<file path="src/hw/rtl/kmr_pkg.sv">
// Package for the key macro recorder: opcodes, register indexes and shared structs.
package kmr_pkg;

  typedef enum logic [3:0] {
    OP_START_REC = 4'd0,
    OP_STOP_REC  = 4'd1,
    OP_PLAY      = 4'd2,
    OP_CANCEL    = 4'd3,
    OP_CAPTURE   = 4'd4,
    OP_INJECT    = 4'd5,
    OP_HAS       = 4'd6,
    OP_SAVE      = 4'd7,
    OP_CLEAR     = 4'd8
  } kmr_op_t;

  localparam int EXCL_COUNT = 6;
  localparam int CFG_IDX_W  = 3;

  localparam logic [CFG_IDX_W-1:0] CFG_EXCL_A = 3'd0;
  localparam logic [CFG_IDX_W-1:0] CFG_EXCL_B = 3'd1;
  localparam logic [CFG_IDX_W-1:0] CFG_EXCL_C = 3'd2;
  localparam logic [CFG_IDX_W-1:0] CFG_EXCL_D = 3'd3;
  localparam logic [CFG_IDX_W-1:0] CFG_EXCL_E = 3'd4;
  localparam logic [CFG_IDX_W-1:0] CFG_EXCL_F = 3'd5;

  // Marks "no slot" in the record and play slot registers.
  localparam logic [1:0] NO_SLOT = 2'd3;

  typedef struct packed {
    logic wr;
    logic rd;
  } kmr_mem_ctl_t;

  typedef struct packed {
    logic answer;
    logic inject_hit;
    logic is_recording;
    logic is_playing;
    logic unsaved;
  } kmr_res_t;

endpackage

</file>
<file path="src/hw/rtl/kmr_ctrl.sv">
// Recorder control: excluded codes, slot lengths, record/play state and store access.
module kmr_ctrl import kmr_pkg::*; #(
  parameter int SLOT_COUNT = 3,
  parameter int MAX_KEYS   = 1024,
  parameter int LEN_W      = 11,
  parameter int ADDR_W     = 12
) (
  input  logic                 clk,
  input  logic                 rst,
  input  logic                 cfg_we,
  input  logic [CFG_IDX_W-1:0] cfg_index,
  input  logic [7:0]           cfg_data,
  input  logic                 step,
  input  logic [3:0]           opcode,
  input  logic [1:0]           slot_sel,
  input  logic [7:0]           key_value,
  input  logic                 key_down,
  output kmr_mem_ctl_t         mem_ctl,
  output logic [ADDR_W-1:0]    mem_addr,
  output kmr_res_t             res
);

  logic [7:0]       excl [EXCL_COUNT];
  logic [LEN_W-1:0] slot_length [SLOT_COUNT];
  logic [LEN_W-1:0] slot_length_next [SLOT_COUNT];
  logic             recording_flag, recording_flag_next;
  logic [1:0]       record_slot, record_slot_next;
  logic             playing_flag, playing_flag_next;
  logic [1:0]       play_slot, play_slot_next;
  logic [LEN_W-1:0] play_position, play_position_next;
  logic             dirty_flag, dirty_flag_next;

  logic [LEN_W-1:0] sel_len, rec_len, play_len, rec_len_inc;
  logic             slot_ok, excluded;
  logic             answer, inject_hit;
  logic [1:0]       acc_slot;
  logic [LEN_W-1:0] acc_off;
  localparam logic [LEN_W-1:0] MAX_LEN = LEN_W'(MAX_KEYS);

  always_comb begin
    sel_len  = '0;
    rec_len  = '0;
    play_len = '0;
    for (int i = 0; i < SLOT_COUNT; i++) begin
      if (32'(slot_sel) == i)    sel_len  = slot_length[i];
      if (32'(record_slot) == i) rec_len  = slot_length[i];
      if (32'(play_slot) == i)   play_len = slot_length[i];
    end
    excluded = 1'b0;
    for (int i = 0; i < EXCL_COUNT; i++) begin
      if (excl[i] == key_value) excluded = 1'b1;
    end
  end

  assign slot_ok     = 32'(slot_sel) < SLOT_COUNT;
  assign rec_len_inc = rec_len + LEN_W'(1);

  always_comb begin
    slot_length_next    = slot_length;
    recording_flag_next = recording_flag;
    record_slot_next    = record_slot;
    playing_flag_next   = playing_flag;
    play_slot_next      = play_slot;
    play_position_next  = play_position;
    dirty_flag_next     = dirty_flag;
    answer              = 1'b0;
    inject_hit          = 1'b0;
    mem_ctl             = '0;
    acc_slot            = record_slot;
    acc_off             = rec_len;
    case (kmr_op_t'(opcode))
      OP_START_REC: begin
        if (slot_ok) begin
          for (int i = 0; i < SLOT_COUNT; i++) begin
            if (32'(slot_sel) == i) slot_length_next[i] = '0;
          end
          recording_flag_next = 1'b1;
          record_slot_next    = slot_sel;
          playing_flag_next   = 1'b0;
          play_slot_next      = NO_SLOT;
          play_position_next  = '0;
        end
      end
      OP_STOP_REC: begin
        recording_flag_next = 1'b0;
        record_slot_next    = NO_SLOT;
        dirty_flag_next     = 1'b1;
      end
      OP_PLAY: begin
        if (slot_ok && sel_len != '0) begin
          recording_flag_next = 1'b0;
          record_slot_next    = NO_SLOT;
          playing_flag_next   = 1'b1;
          play_slot_next      = slot_sel;
          play_position_next  = '0;
          answer              = 1'b1;
        end
      end
      OP_CANCEL: begin
        playing_flag_next  = 1'b0;
        play_slot_next     = NO_SLOT;
        play_position_next = '0;
      end
      OP_CAPTURE: begin
        if (recording_flag && key_down && !excluded) begin
          dirty_flag_next = 1'b1;
          if (rec_len >= MAX_LEN) begin
            recording_flag_next = 1'b0;
            record_slot_next    = NO_SLOT;
          end else begin
            mem_ctl.wr = 1'b1;
            for (int i = 0; i < SLOT_COUNT; i++) begin
              if (32'(record_slot) == i) slot_length_next[i] = rec_len_inc;
            end
            // slot just filled: recording ends by itself
            if (rec_len_inc >= MAX_LEN) begin
              recording_flag_next = 1'b0;
              record_slot_next    = NO_SLOT;
            end
          end
        end
      end
      OP_INJECT: begin
        acc_slot = play_slot;
        acc_off  = play_position;
        if (playing_flag) begin
          if (play_position >= play_len || play_position >= MAX_LEN) begin
            playing_flag_next  = 1'b0;
            play_slot_next     = NO_SLOT;
            play_position_next = '0;
          end else begin
            mem_ctl.rd         = 1'b1;
            play_position_next = play_position + LEN_W'(1);
            answer             = 1'b1;
            inject_hit         = 1'b1;
          end
        end
      end
      OP_HAS: begin
        answer = slot_ok && sel_len != '0;
      end
      OP_SAVE: begin
        answer          = dirty_flag;
        dirty_flag_next = 1'b0;
      end
      OP_CLEAR: begin
        for (int i = 0; i < SLOT_COUNT; i++) slot_length_next[i] = '0;
        recording_flag_next = 1'b0;
        record_slot_next    = NO_SLOT;
        playing_flag_next   = 1'b0;
        play_slot_next      = NO_SLOT;
        play_position_next  = '0;
        dirty_flag_next     = 1'b0;
      end
      default: begin
      end
    endcase
  end

  assign mem_addr = ADDR_W'(32'(acc_slot) * MAX_KEYS + 32'(acc_off));

  always_comb begin
    res.answer       = answer;
    res.inject_hit   = inject_hit;
    res.is_recording = recording_flag_next;
    res.is_playing   = playing_flag_next;
    res.unsaved      = dirty_flag_next;
  end

  always_ff @(posedge clk) begin
    if (rst) begin
      for (int i = 0; i < EXCL_COUNT; i++) excl[i] <= '0;
    end else if (cfg_we) begin
      case (cfg_index)
        CFG_EXCL_A: excl[0] <= cfg_data;
        CFG_EXCL_B: excl[1] <= cfg_data;
        CFG_EXCL_C: excl[2] <= cfg_data;
        CFG_EXCL_D: excl[3] <= cfg_data;
        CFG_EXCL_E: excl[4] <= cfg_data;
        CFG_EXCL_F: excl[5] <= cfg_data;
        default: begin
        end
      endcase
    end
  end

  always_ff @(posedge clk) begin
    if (rst) begin
      for (int i = 0; i < SLOT_COUNT; i++) slot_length[i] <= '0;
      recording_flag <= 1'b0;
      record_slot    <= NO_SLOT;
      playing_flag   <= 1'b0;
      play_slot      <= NO_SLOT;
      play_position  <= '0;
      dirty_flag     <= 1'b0;
    end else if (step) begin
      slot_length    <= slot_length_next;
      recording_flag <= recording_flag_next;
      record_slot    <= record_slot_next;
      playing_flag   <= playing_flag_next;
      play_slot      <= play_slot_next;
      play_position  <= play_position_next;
      dirty_flag     <= dirty_flag_next;
    end
  end

endmodule

</file>
<file path="config.mk">
export PLATFORM = sky130hd
export DESIGN_NAME = kmr_ctrl
export DESIGN_NICKNAME = d
export VERILOG_FILES = /design/src/hw/rtl/kmr_pkg.sv /design/src/hw/rtl/kmr_ctrl.sv
export SDC_FILE = /design/constraint.sdc
export NUM_CORES = 1
export LEC_CHECK = 0
export ABC_AREA = 1
export CORE_ASPECT_RATIO = 0.8
export CORE_MARGIN = 8
export CORE_UTILIZATION = 50
export CTS_CLUSTER_SIZE = 8
export DETAILED_ROUTE_END_ITERATION = 12
export DONT_BUFFER_PORTS = 1
export PLACE_DENSITY_LB_ADDON = 0.25
export SLEW_MARGIN = 40
export SYNTH_ARGS = -nofsm -noshare
export SYNTH_HDL_FRONTEND = slang
export SYNTH_SLANG_ARGS = --single-unit
</file>
<file path="constraint.sdc">
create_clock -name clk -period 2.7 [get_ports clk]
set_input_delay 0.135 -clock clk [delete_from_list [all_inputs] [get_ports clk]]
set_output_delay 0.135 -clock clk [all_outputs]
set_load 0.02 [all_outputs]
</file>
==> flow_summary_export.csv, run 1 <==
group,metric,value,unit
status,status,"finished, final reports clean",
place,dp_hpwl,13700,um
critical_path,reg2reg_slack,0.36,ns
logic_synthesis,synth-simple-area-share,32.7,%
run,cap_violations,0,
logic_synthesis,synthAdderAreaFrac,2.75,%
cells_and_area,drive_gt1_share,11.2,%
logic_synthesis,synth_top_cells_by_area,"edfxtp_1 (23%), dfxtp_1 (16%), nand2_1 (13%)",
logic_synthesis,synth_top_area_cell,"edfxtp_1",
global_routing,grt_overflow,0,
timing,timing.slew.headroom,49.7,%
logic_synthesis,postSynthCellCount,899,
timing,slew_violations,0,
place,portBuffers,0,
worst_hold_path,holdPathStages,4,
power_and_ir_drop,powerDensity,495,nW/um^2
critical_path,worst-endpoint-arrival,2.43,ns
global_routing,gr-usage-all-layers,22.5,%
route,vias,5858,
timing,setup_viol,0,
cts,cts.clk_slew.worst_paths,0.06,ns
logic_synthesis,syn_nets,943,
critical_path,path_class,"flop to output pin",
floorplan,die_w,142,um
route,drt-initial-drc-count,651,
critical_path,critPathMaxFanout,10,
floorplan,dieArea,16600,um^2
logic_synthesis,synth_top_family_by_area,"simple AND/OR/NAND/NOR gates",
floorplan,start_util,50.4,%
cells_and_area,diodes,0,
cts,numCtsBuffers,9,
route,totalWireLength,18200,um
critical_path,end_kind,"output pin",
logic_synthesis,synth_edf_count,48,
route,routedWlPerCell,16.9,um
logic_synthesis,synth.avg_cell_area,7.08,um^2
floorplan,row_count,37,
timing,worst-slew-pin-transition,0.746,ns
logic_synthesis,synthFlopType,"dfxtp_1",
logic_synthesis,synth_warnings,0,
critical_path,r2r-start,"record_slot[0]$_SDFFE_PP1P_",
cts,cts.sinks,99,
route,dr.pass1.iters,5,
timing,hold_violations,0,
critical_path,cp-start-kind,"flop",
timing,min_period,2.57,ns
cts,cts.htree.levels,3,
logic_synthesis,yosysSeqAreaShare,38.7,%
power_and_ir_drop,cellLeakagePower,2.90,nW
worst_hold_path,hp-class,"primary input to flop",
cells_and_area,fin_cells,1080,
global_routing,grt_pass1_vias,5197,
critical_path,reg2reg_depth,13,
cells_and_area,fin_util,55.5,%
cells_and_area,fillers,1191,
cts,root_buffer,"clkbuf_16",
logic_synthesis,synthesis.area,6370,um^2
logic_synthesis,synth_mux_area_share,0,%
critical_path,crit_required,2.57,ns
logic_synthesis,yosysUniqueCellTypes,40,
logic_synthesis,synth_compound_area_share,10.0,%
global_routing,antenna_found_initial,0,
floorplan,io_pins,49,
timing,clock_skew,0.00623,ns
cells_and_area,fin_nets,944,
global_routing,grt_max_degree,35,
floorplan,dieHeight,117,um
logic_synthesis,synthXorXnorAreaFrac,6.19,%
global_routing,grt_first_pass_wirelength,28500,um
floorplan,coreArea,12600,um^2
timing,max_freq,389,MHz
route,route.detailed.drc,0,
cts,tritoncts,"yes",
place,gp_congestion,0.972,
critical_path,regToRegEndpoint,"slot_length[26]$_SDFFE_PP0P_",
route,ant_nets,0,
worst_hold_path,holdPathEnd,"dirty_flag$_SDFFE_PP0P_",
place,dp.cells,1058,
cts,clock_latency,0.35,ns
cts,clock_path_buffers,2,
logic_synthesis,synth_seq_cells,99,
power_and_ir_drop,irDropWorstVdd,325,uV
timing,fin_crit_sh,95.1,%
cells_and_area,syn2layout_area_growth,10.2,%
logic_synthesis,async_flop_share,0,%
worst_hold_path,hold_start,"step",
logic_synthesis,synth_top_area_share,22.6,%
route,vias_per_cell,5.42,
worst max-delay path by stage:
stage	start	endpoint	slack, ns	depth (start not counted)
after global placement	play_slot[0]$_SDFFE_PP1P_	mem_ctl[0]	0.15	14
final	play_slot[0]$_SDFFE_PP1P_	res[3]	0.13	14
after global routing	play_slot[1]$_SDFFE_PP1P_	res[3]	-0.01	14
after floorplan	play_slot[0]$_SDFFE_PP1P_	mem_ctl[0]	0.28	15
after detailed placement	play_slot[0]$_SDFFE_PP1P_	res[3]	0.01	14
after CTS	record_slot[1]$_SDFFE_PP1P_	res[2]	0.02	11
timing repair:
action / in CTS / in global routing
setup endpoints to repair: 4 / 5
setup buffers: 0 / 2
hold endpoints to repair: 26 / 0
pin swaps: 0 / 4
hold buffers: 4 / 0
gates resized for setup: 11 / 31
cells by family (layout without fill, tap and decap cells):
| family | Yosys count | after routing |
|---|---|---|
| adders and majority gates | 14 | 14 |
| buffers and inverters | 145 | 151 |
| DFF | 99 | 99 |
| and+or+nand+nor | 482 | 482 |
| AOI/OAI and AO/OA | 114 | 114 |
| xor gates and xnor gates | 45 | 45 |
per-layer routing:
metal  part of all wire (%)  up-vias  track usage, %
li1                       -     2881               -
met5                      0        -               0
met2                     39      286            31.0
met1                     47     2670            33.3
met3                     13       21            7.01
met4                   0.94        0            4.50
synth_stat cells (7+ instances only):
master    number
a21oi_1       56
buf_2         13
buf_4          7
clkbuf_1      11
dfxtp_1       51
edfxtp_1      48
ha_1          14
inv_1        100
inv_2          8
nand2_1      229
nand3_1       65
nand4_1       13
nor2_1       140
nor2_2         7
nor2_4         9
o21ai_0       32
o22ai_1        7
xnor2_1       34
xor2_1        11
report_power, final:
part | switching [mW] | total, mW | leakage, nW | internal, mW
sequential | 0.0520 | 1.70 | 0.878 | 1.64
clock | 0.551 | 1.27 | 0.135 | 0.719
combinational | 0.331 | 0.503 | 1.88 | 0.173
worst max-delay path, cell delays in order (launching register included):
cell and delay, ns:
dfxtp_4 0.39, inv_4 0.09, nand2_8 0.08, o22ai_4 0.16, a21oi_2 0.05, ha_1 0.34, a21oi_2 0.13, o21a_1 0.13
nand3_1 0.09, a21oi_2 0.16, nand3_2 0.11, inv_2 0.08, nand2_2 0.07, inv_2 0.08, buf_12 0.12
layout make-up:
class	instances	area, um^2	share of cell area, %
clock buffer	13	240	3.42
clock inverter	3	42.5	0.606
inverter	109	414	5.90
multi-input combinational	655	3410	48.6
sequential	99	2470	35.2
tap	175	219	3.12
timing repair buffer	26	214	3.05
through the flow:
stage / instance area [um^2] / power [mW] / setup WS [ns] / hold WS, ns / setup TNS (ns)
6_report: 7010 / 3.47 / 0.131 / 0.0273 / 0
3_3_place_gp: 6540 / 2.18 / 0.153 / 0.210 / 0
4_1_cts: 6890 / 3.45 / 0.0214 / 0.0250 / 0
5_1_grt: 7010 / 3.59 / -0.00960 / 0.0960 / -0.0199
2_1_floorplan: 6370 / 2.09 / 0.279 / 0.297 / 0
3_5_place_dp: 6540 / 2.19 / 0.0105 / 0.211 / 0
flip-flops by register name (all words and copies together), names as in the netlist:
signal          count
record_slot         2
recording_flag      1
excl               48
slot_length        33
playing_flag        1
play_position      11
play_slot           2
dirty_flag          1
placed cells by master, fill, tap and decap left out, drive strengths merged:
cell type    netlist  layout
inv              108     108
nor4               1       1
xor2              11      11
edfxtp            48      48
o21ai             39      39
o21bai             1       1
nand3             70      70
a31oi              3       3
buf               25      22
nor3               7       7
o21a               2       2
clkinv             1       3
a22oi              1       1
o211ai             1       1
o221ai             3       3
clkbuf            11      14
bufinv             0       1
dfxtp             51      51
nand2            233     233
o22ai              7       7
ha                14      14
nand4             13      13
xnor2             34      34
dlygate4sd3        0       3
and3               1       1
nor2             156     156
a21oi             57      57
nor3b              1       1
Note: power is estimated with default switching activity, not from simulation.
==> inputs of run 2 (changes only) <==
--- a/config.mk
+++ b/config.mk
@@ -8,7 +8,7 @@
 export ABC_AREA = 1
 export CORE_ASPECT_RATIO = 0.8
 export CORE_MARGIN = 8
-export CORE_UTILIZATION = 50
+export CORE_UTILIZATION = 40
 export CTS_CLUSTER_SIZE = 8
 export DETAILED_ROUTE_END_ITERATION = 12
 export DONT_BUFFER_PORTS = 1
==> run 2 against run 1 <==
Global-route usage is 2.7 points lower. Cell count is 4.8% higher. First-iteration DRC count fell by 15%. Combinational power grew 4.0%. Count of clock-buffer cells in the layout fell by 4. Critical path type unchanged. Largest power group unchanged.
==> flow_summary_export.csv, run 2 (synthesis results as in run 1) <==
group,metric,value,unit
cells_and_area,diodes,0,
status,status,"finished, final reports clean",
place,gp_congestion,0.984,
cells_and_area,fin_nets,956,
global_routing,antenna_found_initial,0,
route,vias,5862,
route,dr.pass1.iters,5,
floorplan,coreArea,15700,um^2
power_and_ir_drop,irDropWorstVdd,304,uV
floorplan,start_util,40.6,%
route,totalWireLength,19800,um
critical_path,worst_path_max_delay_cell,"dfxtp_4",
cts,tritoncts,"yes",
cts,cts.sinks,99,
critical_path,critPathMaxFanout,5,
route,routedWlPerCell,17.5,um
floorplan,io_pins,49,
cells_and_area,fin_cells,1132,
cts,cts.clk_slew.worst_paths,0.08,ns
place,portBuffers,0,
place,dp_hpwl,15100,um
timing,setup_viol,0,
route,drt-initial-drc-count,552,
cells_and_area,layout_common_cells,"nand2_1 (226), nor2_1 (139), inv_1 (95)",
timing,hold_violations,0,
cells_and_area,finalInstanceArea,7130,um^2
worst_hold_path,hp-class,"primary input to flop",
critical_path,path_cells,"inv_4, nand2_4, o22ai_2, a21oi_2, ha_1, a21oi_1, o21a_1, nand3_2, a21oi_4, nand3_2, inv_2, nand2_4, inv_2, buf_12",
cells_and_area,fillers,1672,
timing,fin_crit_sh,96.7,%
cells_and_area,multi_input_area,3390,um^2
critical_path,critPathMaxStageDelay,0.38,ns
place,dp.cells,1109,
worst_hold_path,holdPathStages,4,
cells_and_area,fin_util,45.4,%
global_routing,gr-usage-all-layers,19.8,%
global_routing,grt_max_degree,35,
timing,min_period,2.61,ns
critical_path,worst-endpoint-arrival,2.48,ns
cts,clock_latency,0.36,ns
route,route.detailed.drc,0,
route,vias_per_cell,5.18,
critical_path,reg2reg_depth,13,
critical_path,path_class,"flop to output pin",
cells_and_area,syn2layout_area_growth,12.0,%
power_and_ir_drop,powerDensity,493,nW/um^2
critical_path,cp-start-kind,"flop",
route,ant_nets,0,
cts,root_buffer,"clkbuf_16",
timing,slew_violations,0,
cells_and_area,largest_reg_flops,48,
power_and_ir_drop,cellLeakagePower,2.97,nW
cts,numCtsBuffers,9,
timing,timing.hold.ws,0.0213,ns
floorplan,dieHeight,129,um
place,placed_area,6670,um^2
timing,max_freq,383,MHz
cells_and_area,register_area,2470,um^2
critical_path,crit_required,2.57,ns
cells_and_area,drive_gt1_share,12.5,%
cts,clock_path_buffers,2,
timing,setup-tns-final,0,ns
floorplan,die_w,157,um
global_routing,grt_pass1_vias,5244,
floorplan,dieArea,20200,um^2
timing,clock_skew,0.0134,ns
cells_and_area,reg.largest.list,"excl: 48 flops, slot_length: 33 flops, play_position: 11 flops",
timing,worst-slew-pin-transition,0.710,ns
critical_path,end_kind,"output pin",
cells_and_area,regMostFlops,"excl",
timing,timing.slew.headroom,52.2,%
global_routing,grt_first_pass_wirelength,30400,um
cells_and_area,final_common_cell,"nand2_1",
global_routing,grt_overflow,0,
floorplan,row_count,41,
cts,cts.htree.levels,3,
run,cap_violations,0,
-- run 2: cell types whose count changed in the layout (fill, tap and decap cells not counted), sizes merged --
cell,previous run,this run
buf,22,35
bufinv,1,0
clkinv,3,1
inv,108,113
clkinvlp,0,2
clkbuf,14,9
dlygate4sd3,3,2
nand2,233,234
-- run 2: report_power, final --
group / internal [mW] / switching [mW]
clock network: 0.649 / 0.650
logic: 0.178 / 0.345
registers: 1.64 / 0.0513
-- run 2: final cells by class --
| type | count | share of cell area (%) |
|---|---|---|
| clock buffer | 9 | 3.16 |
| sequential | 99 | 34.7 |
| tap | 215 | 3.77 |
| multi-input combinational | 656 | 47.5 |
| clock inverter | 7 | 0.895 |
| inverter | 109 | 5.81 |
| timing repair buffer | 37 | 4.16 |
-- run 2: final timing paths --
kind                               startpoint                             to  slack, ns
setup reg to reg    play_slot[0]$_SDFFE_PP1P_  play_position[3]$_SDFFE_PP0P_       0.33
setup / recovery    play_slot[0]$_SDFFE_PP1P_                     mem_ctl[0]       0.09
hold / removal                           step        dirty_flag$_SDFFE_PP0P_       0.02
hold reg to reg   slot_length[7]$_SDFFE_PP0P_    slot_length[7]$_SDFFE_PP0P_       0.47
-- run 2: what timing repair did --
| action | in CTS | in global routing |
|---|---|---|
| gates cloned | 0 | 1 |
| hold buffers | 3 | 0 |
| setup buffers | 1 | 2 |
| endpoints found under the setup margin | 5 | 5 |
| pin swaps | 0 | 10 |
| endpoints found under the hold margin | 25 | 0 |
| gates resized for setup | 12 | 27 |
-- run 2: layer usage --
layer,vias to the layer above,global-route usage [%],routed length [um]
met2,226,26.9,7800
met4,0,5.25,303
met3,21,5.73,1750
met1,2707,29.5,9910
met5,-,0,0
li1,2908,-,-
-- run 2: metrics by stage --
stage          power, mW  worst slack, ns
2_1_floorplan       2.09            0.279
3_3_place_gp        2.20            0.137
3_5_place_dp        2.20           0.0488
4_1_cts             3.51           0.0145
5_1_grt             3.64          -0.0355
6_report            3.52           0.0886
-- run 2: critical path, delay by kind of cell, from the launching register on --
| family | cells | cell delay [ns] |
|---|---|---|
| compound gates | 5 | 0.68 |
| fa+ha+maj | 1 | 0.33 |
| buf+inv | 4 | 0.38 |
| flops | 1 | 0.38 |
| simple gates | 4 | 0.33 |
